`src/sv/gsdo_pkg.sv`:
```
`timescale 1ns / 1ps
// ----------------------------------------------------------------------------
// gsdo_pkg
// Types, constants and small functions shared by the segment odometer.
// ----------------------------------------------------------------------------
package gsdo_pkg;

   localparam int CORDIC_STEPS = 24;
   localparam int SQRT_STEPS   = 34;
   localparam int STEP_W       = 6;
   localparam int SHIFT_W      = 5;

   localparam int LAT_W    = 31;
   localparam int LON_W    = 32;
   localparam int RADIUS_W = 23;
   localparam int SEG_W    = 36;
   localparam int TOTAL_W  = 48;

   localparam logic [24:0] RAD_SCALE    = 25'd31441057;
   localparam logic [33:0] CORDIC_GAIN  = 34'd652032874;
   localparam logic [33:0] PI_Q30       = 34'd3373259426;
   localparam logic [30:0] HALF_PI_Q30  = 31'd1686629713;
   localparam logic [30:0] ONE_Q30      = 31'd1073741824;
   localparam logic [RADIUS_W-1:0] RADIUS_RESET = 23'd6371000;

   typedef enum logic [4:0] {
      ST_IDLE, ST_MUL_MEAN, ST_MUL_LON, ST_MUL_LAT, ST_RAD_LAT, ST_CORDIC,
      ST_COS, ST_MUL_EX, ST_RND_EX, ST_SQ_X, ST_SQ_Y, ST_SUM, ST_SQRT,
      ST_MUL_RLO, ST_MUL_RHI, ST_SCALE, ST_DONE
   } gsdo_state_type;

   typedef enum logic [4:0] {
      OP_NONE, OP_LOAD, OP_MUL_MEAN, OP_MUL_LON, OP_MUL_LAT, OP_RAD_LAT,
      OP_CORDIC, OP_COS, OP_MUL_EX, OP_RND_EX, OP_SQ_X, OP_SQ_Y, OP_SUM,
      OP_SQRT, OP_MUL_RLO, OP_MUL_RHI, OP_SCALE, OP_EMIT
   } gsdo_op_type;

   typedef struct packed {
      gsdo_op_type       op;
      logic [STEP_W-1:0] step;
   } gsdo_cmd_type;

   typedef struct packed {
      logic out_free;
   } gsdo_sts_type;

   function automatic logic [32:0] gsdo_mag(logic signed [32:0] v);
      logic [32:0] r;
      r = v[32] ? 33'(-v) : 33'(v);
      return r;
   endfunction

   function automatic logic [29:0] gsdo_atan(logic [SHIFT_W-1:0] idx);
      logic [29:0] r;
      case (idx)
         5'd0:  r = 30'd843314857;
         5'd1:  r = 30'd497837829;
         5'd2:  r = 30'd263043837;
         5'd3:  r = 30'd133525159;
         5'd4:  r = 30'd67021687;
         5'd5:  r = 30'd33543516;
         5'd6:  r = 30'd16775851;
         5'd7:  r = 30'd8388437;
         5'd8:  r = 30'd4194283;
         5'd9:  r = 30'd2097149;
         5'd31: r = 30'd0;
         default: r = 30'(31'd1 << (5'd30 - idx));
      endcase
      return r;
   endfunction

endpackage

```
`src/sv/gsdo_req_if.sv`:
```
`timescale 1ns / 1ps
// ----------------------------------------------------------------------------
// gsdo_req_if
// Position pair channel: two points in signed 1e-7 degree units.
// ----------------------------------------------------------------------------
interface gsdo_req_if;
   logic               valid;
   logic               ready;
   logic signed [30:0] first_latitude;
   logic signed [31:0] first_longitude;
   logic signed [30:0] second_latitude;
   logic signed [31:0] second_longitude;

   modport source (output valid, first_latitude, first_longitude, second_latitude,
                   second_longitude, input ready);
   modport sink   (input valid, first_latitude, first_longitude, second_latitude,
                   second_longitude, output ready);
endinterface

```
`src/sv/gsdo_ctrl.sv`:
```
`timescale 1ns / 1ps
// ----------------------------------------------------------------------------
// gsdo_ctrl
// Sequencer: steps the datapath through conversion, CORDIC, root and scale.
// ----------------------------------------------------------------------------
module gsdo_ctrl (
   input  logic                  clock,
   input  logic                  reset,
   gsdo_req_if.sink              req_if,
   input  gsdo_pkg::gsdo_sts_type sts,
   output gsdo_pkg::gsdo_cmd_type cmd
);
   import gsdo_pkg::*;

   gsdo_state_type    state_ff, state_in;
   logic [STEP_W-1:0] step_ff, step_in;

   always_ff @(posedge clock) begin
      if (reset) begin
         state_ff <= ST_IDLE;
         step_ff  <= '0;
      end else begin
         state_ff <= state_in;
         step_ff  <= step_in;
      end
   end

   always_comb begin
      state_in = state_ff;
      step_in  = step_ff;
      unique case (state_ff)
         ST_IDLE:     if (req_if.valid) state_in = ST_MUL_MEAN;
         ST_MUL_MEAN: state_in = ST_MUL_LON;
         ST_MUL_LON:  state_in = ST_MUL_LAT;
         ST_MUL_LAT:  state_in = ST_RAD_LAT;
         ST_RAD_LAT: begin
            state_in = ST_CORDIC;
            step_in  = '0;
         end
         ST_CORDIC: begin
            step_in = step_ff + 1'b1;
            if (step_ff == STEP_W'(CORDIC_STEPS - 1)) state_in = ST_COS;
         end
         ST_COS:      state_in = ST_MUL_EX;
         ST_MUL_EX:   state_in = ST_RND_EX;
         ST_RND_EX:   state_in = ST_SQ_X;
         ST_SQ_X:     state_in = ST_SQ_Y;
         ST_SQ_Y:     state_in = ST_SUM;
         ST_SUM: begin
            state_in = ST_SQRT;
            step_in  = '0;
         end
         ST_SQRT: begin
            step_in = step_ff + 1'b1;
            if (step_ff == STEP_W'(SQRT_STEPS - 1)) state_in = ST_MUL_RLO;
         end
         ST_MUL_RLO:  state_in = ST_MUL_RHI;
         ST_MUL_RHI:  state_in = ST_SCALE;
         ST_SCALE:    state_in = ST_DONE;
         ST_DONE:     if (sts.out_free) state_in = ST_IDLE;
         default:     state_in = ST_IDLE;
      endcase
   end

   always_comb begin
      cmd.step     = step_ff;
      cmd.op       = OP_NONE;
      req_if.ready = 1'b0;
      unique case (state_ff)
         ST_IDLE: begin
            req_if.ready = 1'b1;
            if (req_if.valid) cmd.op = OP_LOAD;
         end
         ST_MUL_MEAN: cmd.op = OP_MUL_MEAN;
         ST_MUL_LON:  cmd.op = OP_MUL_LON;
         ST_MUL_LAT:  cmd.op = OP_MUL_LAT;
         ST_RAD_LAT:  cmd.op = OP_RAD_LAT;
         ST_CORDIC:   cmd.op = OP_CORDIC;
         ST_COS:      cmd.op = OP_COS;
         ST_MUL_EX:   cmd.op = OP_MUL_EX;
         ST_RND_EX:   cmd.op = OP_RND_EX;
         ST_SQ_X:     cmd.op = OP_SQ_X;
         ST_SQ_Y:     cmd.op = OP_SQ_Y;
         ST_SUM:      cmd.op = OP_SUM;
         ST_SQRT:     cmd.op = OP_SQRT;
         ST_MUL_RLO:  cmd.op = OP_MUL_RLO;
         ST_MUL_RHI:  cmd.op = OP_MUL_RHI;
         ST_SCALE:    cmd.op = OP_SCALE;
         ST_DONE:     if (sts.out_free) cmd.op = OP_EMIT;
         default:     cmd.op = OP_NONE;
      endcase
   end

endmodule

```
`src/flat_wrapper.sv`:
```
// flat-port wrapper written by rule: the top's interface ports become plain ports
module gsdo_ctrl_flat import gsdo_pkg::*;
  (clock, reset, sts, cmd, req_if_valid, req_if_first_latitude, req_if_first_longitude, req_if_second_latitude, req_if_second_longitude, req_if_ready);
  gsdo_req_if req_if_i ();
  input  logic clock;
  input  logic reset;
  input  gsdo_pkg::gsdo_sts_type sts;
  output gsdo_pkg::gsdo_cmd_type cmd;
  input wire logic [$bits(req_if_i.valid)-1:0] req_if_valid;
  input wire logic [$bits(req_if_i.first_latitude)-1:0] req_if_first_latitude;
  input wire logic [$bits(req_if_i.first_longitude)-1:0] req_if_first_longitude;
  input wire logic [$bits(req_if_i.second_latitude)-1:0] req_if_second_latitude;
  input wire logic [$bits(req_if_i.second_longitude)-1:0] req_if_second_longitude;
  output wire logic [$bits(req_if_i.ready)-1:0] req_if_ready;
  assign req_if_i.valid = req_if_valid;
  assign req_if_i.first_latitude = req_if_first_latitude;
  assign req_if_i.first_longitude = req_if_first_longitude;
  assign req_if_i.second_latitude = req_if_second_latitude;
  assign req_if_i.second_longitude = req_if_second_longitude;
  assign req_if_ready = req_if_i.ready;
  gsdo_ctrl u_core (.clock(clock), .reset(reset), .req_if(req_if_i), .sts(sts), .cmd(cmd));
endmodule
```
`config.mk`:
```
export PLATFORM = sky130hd
export DESIGN_NAME = gsdo_ctrl_flat
export DESIGN_NICKNAME = d
export VERILOG_FILES = /design/src/sv/gsdo_pkg.sv /design/src/sv/gsdo_req_if.sv /design/src/sv/gsdo_ctrl.sv /design/src/flat_wrapper.sv
export SDC_FILE = /design/constraint.sdc
export NUM_CORES = 1
export LEC_CHECK = 0
export BUFFER_PORTS_ARGS = -buffer_cell sky130_fd_sc_hd__clkbuf_2
export CAP_MARGIN = 10
export CORE_MARGIN = 3
export CORE_UTILIZATION = 22
export CTS_BUF_LIST = sky130_fd_sc_hd__clkbuf_4 sky130_fd_sc_hd__clkbuf_8
export DETAILED_ROUTE_END_ITERATION = 12
export PLACE_DENSITY = 0.73
export SLEW_MARGIN = 0
export SYNTH_ARGS = -nofsm -noshare
export SYNTH_HDL_FRONTEND = slang
export SYNTH_SLANG_ARGS = --single-unit
```
`constraint.sdc`:
```
create_clock -name clock -period 1.6 [get_ports clock]
set_input_delay 0.24 -clock clock [delete_from_list [all_inputs] [get_ports clock]]
set_output_delay 0.24 -clock clock [all_outputs]
set_load 0.005 [all_outputs]
```
==> results of run 1 <==
-- Yosys cell counts (2+ instances only) --
cell type / count / area share, %
nand3_1: 6 / 4.4
a21oi_1: 5 / 3.7
inv_1: 3 / 1.6
nor3_1: 3 / 2.2
nor3b_1: 2 / 2.2
or3_2: 2 / 2.2
clkbuf_1: 4 / 2.2
dfxtp_1: 11 / 32
a31oi_1: 2 / 1.8
nor4b_1: 2 / 2.6
nand2_1: 9 / 4.9
ha_1: 2 / 3.7
a311oi_1: 2 / 2.6
o21ai_0: 4 / 2.9
xnor2_1: 3 / 3.8
nor2_1: 10 / 5.5
-- cell usage in the layout, fill, tap and decap left out, types with 2 or more instances in the layout --
master    count
a21oi_1       4
a31oi_1       2
buf_2         4
buf_4        13
buf_6         4
clkbuf_2     11
clkbuf_4      4
dfxtp_1       7
dfxtp_2       3
ha_1          2
inv_1         3
nand2_1       8
nand3_1       5
nor2_1       10
nor3_1        2
o21ai_0       4
or3_2         2
xnor2_1       2
-- final cells by class --
class,count,area share [%]
Tap cell,31,3.71
Multi-Input combinational cell,67,49.7
Timing Repair Buffer,32,20.8
Clock buffer,4,2.87
Inverter,3,1.08
Sequential cell,11,21.8
-- metrics by stage --
| step | util [%] | cells | setup WS [ps] | cell area [µm²] | TNS, ps |
|---|---|---|---|---|---|
| after floorplan | - | 88 | 58.2 | 683 | 0 |
| after global placement | 29.2 | 137 | 18.7 | 833 | 0 |
| after detailed placement | 29.2 | 137 | -0.521 | 833 | -0.521 |
| after CTS | 33.7 | 146 | -42.6 | 961 | -55.5 |
| after global routing | 36.6 | 148 | -101 | 1040 | -264 |
| final | 36.6 | 148 | -20.8 | 1040 | -37.2 |
-- routing by layer --
layer	track usage (%)	share of wire, %
met4	5.45	0.46
met2	20.9	52
met1	12.1	42
met5	0	0
met3	4.13	5.4
-- final timing paths --
path | startpoint | end | slack, ps | cells after the start
max | u_core.state_ff[2] | cmd[10] | -20 | 5
min | sts | u_core.state_ff[4] | 270 | 3
max reg2reg | u_core.state_ff[4] | u_core.step_ff[1] | 80 | 4
min reg2reg | u_core.step_ff[5] | u_core.step_ff[5] | 590 | 1
-- flip-flops by register name (all words and copies together) (netlist names) --
signal / count
u_core.state_ff: 5
u_core.step_ff: 6
-- tightest hold or removal path, stage by stage --
cell	delay, ps
clkbuf_2	100
o32a_1	120
nor2_1	40
-- repair_timing --
action                                  CTS  global route
buffers inserted                          6             2
endpoints found under the setup margin    5             9
gates resized for setup                  14            18
pin swaps                                 5             4
hold buffers                              0             0
cloned                                    0             0
-- kinds of logic (layout without fill, tap and decap cells) --
kind of cell,after synthesis,in the layout,share of synthesized area [%]
buffers and inverters,10,39,7.32
AO/OA/AOI/OAI,20,20,19.4
AND/OR/NAND/NOR,41,41,32.2
adder cells (fa/ha/maj),2,2,3.66
XOR/XNOR,4,4,5.13
flip-flops,11,11,32.2
-- power by group --
group | switching (mW) | internal (mW) | total (mW)
clock | 0.101 | 0.114 | 0.215
sequential | 0.00968 | 0.283 | 0.293
combinational | 0.0840 | 0.0966 | 0.181
total | 0.195 | 0.493 | 0.688
==> impl_metrics.py, run 1 <==
metrics = {
    "power": {
        "cellPowerDensity_mw_per_mm2": 659,
        "power.leakage_nw": 0.417,
        "ir_drop_uv": 365,
        "p_total_mw": 0.688,
    },
    "drt": {
        "wl_um": 1960,
        "drt-initial-drc-count": 5,
        "wl_per_cell_um": 13.2,
        "detail-route-antenna-nets": 0,
        "via_per_inst": 5.10,
        "first_pass_iters": 4,
        "drc_errors": 0,
        "vias": 755,
    },
    "critical_path": {
        "crit_path_cell_trace": "buf_6 > nor4_4 > nand3_1 > o31ai_2 > buf_2",
        "critPathMaxStageDelay_ps": 320,
        "path_max_fanout": 4,
        "crit_slowest_cell": "dfxtp_2",
        "worstSetupPathType": "reg -> out",
        "critPathArrivalTime_ps": 1380,
        "end_kind": "output pin",
        "required_ps": 1360,
        "crit_family": "simple AND/OR/NAND/NOR gates",
        "crit_path_start_kind": "flip-flop",
        "cp.buffers_inverters": 2,
    },
    "clock_tree": {
        "clkSlewWorstSetupHoldPaths_ps": 70,
        "cts_sinks": 11,
        "cts-root-to-sink-buffers": 2,
        "cts_tree": "yes",
        "clk_latency_ps": 270,
        "cts_root_buf": "clkbuf_4",
        "cts_made_buffers": 3,
        "cts_max_level": 1,
    },
    "global_route": {
        "grt_pass1_wl_um": 3250,
        "grt_overflow_total": 0,
        "grt_pass1_vias": 756,
        "gr-usage-all-layers_pct": 11.7,
        "antenna_found_initial": 0,
        "grt_max_degree": 20,
    },
    "run_status": {
        "violations": "negative setup slack",
        "status": "complete, but fails checks",
    },
    "cells_and_area": {
        "syn_to_final_growth_pct": 52.9,
        "multiInputGateArea_um2": 519,
        "fillers": 295,
        "drive_above_1_share_pct": 51.3,
        "final-seq-area_um2": 228,
        "final_nets": 250,
        "insertedDiodeCount": 0,
    },
    "timing": {
        "finalCritPeriodShare_pct": 101,
        "fin_worst_skew_ps": 1.05,
        "rsz0062_at_grt": "true",
        "clock.fmax_mhz": 617,
        "relSlewSlack_pct": 71.8,
        "setup_ws_ps": -20.8,
        "tightest_slew_ps": 421,
        "slew_violations": 0,
        "period_minus_slack_ps": 1620,
        "whs_ps": 269,
        "setup_viol": 2,
        "hold_viol": 0,
    },
    "logic_synthesis": {
        "ys_types": 34,
        "synth_fp_nets": 220,
        "syn_area_um2": 683,
        "synthFlopType": "dfxtp_1",
        "synth_seq_cells": 11,
        "postSynthAreaPerCell_um2": 7.76,
        "synth_cells": 88,
        "yosys_warnings": 0,
        "synth_seq_area_share_pct": 32.2,
        "synth-edff-count": 0,
        "synthArstFlopShare_pct": 0,
    },
    "floorplanning": {
        "ioPinCount": 142,
        "num_rows": 19,
        "dieArea_mm2": 0.00381,
        "die_y_um": 61.7,
        "chipWidth_um": 61.7,
        "start_util_pct": 23.9,
        "core_mm2": 0.00285,
    },
    "placed_design": {
        "gp_congestion": 0.802,
        "dp_hpwl_um": 1290,
        "numPortBuffers": 15,
    },
    "min_path": {
        "hold_path_class": "in -> reg",
    },
    "run": {
        "maxCapViolCount": 0,
    },
}
Power figures use the tool's default switching activity.
==> run 2, diff against run 1 <==
- CELL_PAD_IN_SITES_DETAIL_PLACEMENT: unset -> 1
- CELL_PAD_IN_SITES_GLOBAL_PLACEMENT: unset -> 2
- CORE_UTILIZATION: 22 -> 10
- PLACE_DENSITY: 0.73 -> 0.88
==> impl_metrics.py, run 2 (synthesis gave the netlist of run 1 again) <==
metrics = {
    "run_status": {
        "status": "finished clean",
    },
    "drt": {
        "wl_met1_um": 1160,
        "routed-wl-met2_um": 1240,
        "drc_errors": 0,
        "wl_per_cell_um": 12.9,
        "wl_um": 2500,
        "first_pass_iters": 4,
        "wl_met3_um": 79,
        "vias": 758,
        "highest_layer": "met4",
        "drt-initial-drc-count": 21,
        "via_per_inst": 3.93,
        "detail-route-antenna-nets": 0,
    },
    "cells_and_area": {
        "drive_above_1_share_pct": 54.3,
        "regMostFlops": "u_core.step_ff",
        "utilization_pct": 17.5,
        "multiInputGateArea_um2": 547,
        "syn_to_final_growth_pct": 66.8,
        "reg_top3": "u_core.step_ff x6, u_core.state_ff x5",
        "mostFrequentLayoutCells": "clkbuf_2 (13), buf_4 (13), nor2_1 (10), nand2_1 (9), nand3_1 (6)",
        "fillers": 774,
        "fin_area_mm2": 0.00114,
        "insertedDiodeCount": 0,
        "largest_reg_flops": 6,
        "final-seq-area_um2": 230,
        "final_nets": 249,
    },
    "min_path": {
        "hold_path_class": "in -> reg",
        "hold_depth": 3,
    },
    "placed_design": {
        "numPortBuffers": 15,
        "gp_congestion": 0.713,
        "dp_hpwl_um": 1690,
        "placed_area_um2": 906,
    },
    "global_route": {
        "grt_pass1_wl_um": 3900,
        "antenna_found_initial": 0,
        "grt_pass1_vias": 793,
        "gr-usage-all-layers_pct": 6.59,
        "grt_max_degree": 20,
        "grt_overflow_total": 0,
    },
    "critical_path": {
        "path_max_fanout": 7,
        "end_kind": "output pin",
        "reg2reg_depth": 4,
        "required_ps": 1360,
        "critPathArrivalTime_ps": 1340,
        "worstSetupPathType": "reg -> out",
        "crit_path_start_kind": "flip-flop",
    },
    "floorplanning": {
        "start_util_pct": 10.5,
        "core_mm2": 0.00649,
        "dieArea_mm2": 0.00786,
        "chipWidth_um": 88.7,
        "num_rows": 29,
        "ioPinCount": 142,
        "die_y_um": 88.7,
    },
    "timing": {
        "rsz0062_at_grt": "true",
        "slew_violations": 0,
        "setup_viol": 0,
        "tightest_slew_ps": 412,
        "finalCritPeriodShare_pct": 99.0,
        "clock.fmax_mhz": 631,
        "relSlewSlack_pct": 72.3,
        "whs_ps": 319,
        "fin_worst_skew_ps": 0.514,
        "period_minus_slack_ps": 1580,
        "hold_viol": 0,
    },
    "clock_tree": {
        "cts_tree": "yes",
        "hold_buffers": 0,
        "clkSlewWorstSetupHoldPaths_ps": 50,
        "cts_root_buf": "clkbuf_8",
        "cts_sinks": 11,
        "cts-root-to-sink-buffers": 2,
        "clk_latency_ps": 240,
        "cts_max_level": 1,
        "cts_made_buffers": 3,
    },
    "power": {
        "power.leakage_nw": 0.423,
        "p_comb_share_pct": 21.4,
        "intPower_mw": 0.568,
        "ir_drop_uv": 220,
        "clkPwrFrac_pct": 39.7,
        "p_total_mw": 0.784,
        "switching_share_pct": 27.5,
        "cellPowerDensity_mw_per_mm2": 688,
        "p_switching_mw": 0.216,
        "seqPwrFrac_pct": 39.0,
    },
    "run": {
        "maxCapViolCount": 0,
    },
}
[run 2: cell count changes in the layout (fill, tap and decap cells not counted), moves of 2 or more]
| cell | before | now |
|---|---|---|
| clkbuf_2 | 11 | 13 |
| clkbuf_8 | 0 | 3 |
| dfxtp_2 | 3 | 5 |
| dfxtp_1 | 7 | 5 |
| clkbuf_4 | 4 | 1 |
| buf_2 | 4 | 2 |
[run 2: final timing paths]
check / from / endpoint / slack (ps)
setup reg to reg: u_core.state_ff[1] / u_core.step_ff[1] / 20
hold / removal: sts / u_core.state_ff[4] / 320
hold reg to reg: u_core.state_ff[0] / u_core.state_ff[0] / 610
setup / recovery: u_core.state_ff[1] / cmd[6] / 20
[run 2: final cells by class]
cell class | instances | share of cell area, %
Clock buffer | 4 | 4.28
Tap cell | 77 | 8.45
Sequential cell | 11 | 20.2
Multi-Input combinational cell | 67 | 48.0
Inverter | 3 | 0.988
Timing Repair Buffer | 31 | 18.1
[run 2: what timing repair did]
action,in CTS,in global routing
buffers inserted,1,4
resized for setup,20,15
pin swaps,7,5
endpoints found under the setup margin,7,12
endpoints found under the hold margin,0,0
gates cloned,0,0
[run 2: power groups by stage]
stage               registers [mW]  clock network, mW  logic, mW
finish                       0.305              0.311      0.168
global route                 0.307              0.338      0.183
CTS                          0.304              0.317      0.142
detailed placement           0.303                  0      0.108
global placement             0.301                  0      0.106
floorplan                    0.292                  0     0.0802
[run 2: worst max-delay path: stages (launching register included)]
cell      delay [ps]
dfxtp_2          330
buf_6            140
nor3_4           180
nand2_1           90
a221oi_2         220
buf_2            140
[run 2: per-stage QoR]
stage          cells  setup TNS [ps]  setup WS, ps
3_5_place_dp     185            -181         -83.5
5_1_grt          193            -146         -61.4
3_3_place_gp     185            -158         -92.4
4_1_cts          189           -5.32         -5.32
6_report         193               0          16.3
2_1_floorplan     88               0          58.2
[run 2: metal layers]
layer / global-route usage [%] / vias up
li1: - / 376
met1: 7.90 / 363
met2: 10.9 / 17
met3: 1.96 / 2
met4: 2.88 / 0
met5: 0 / -
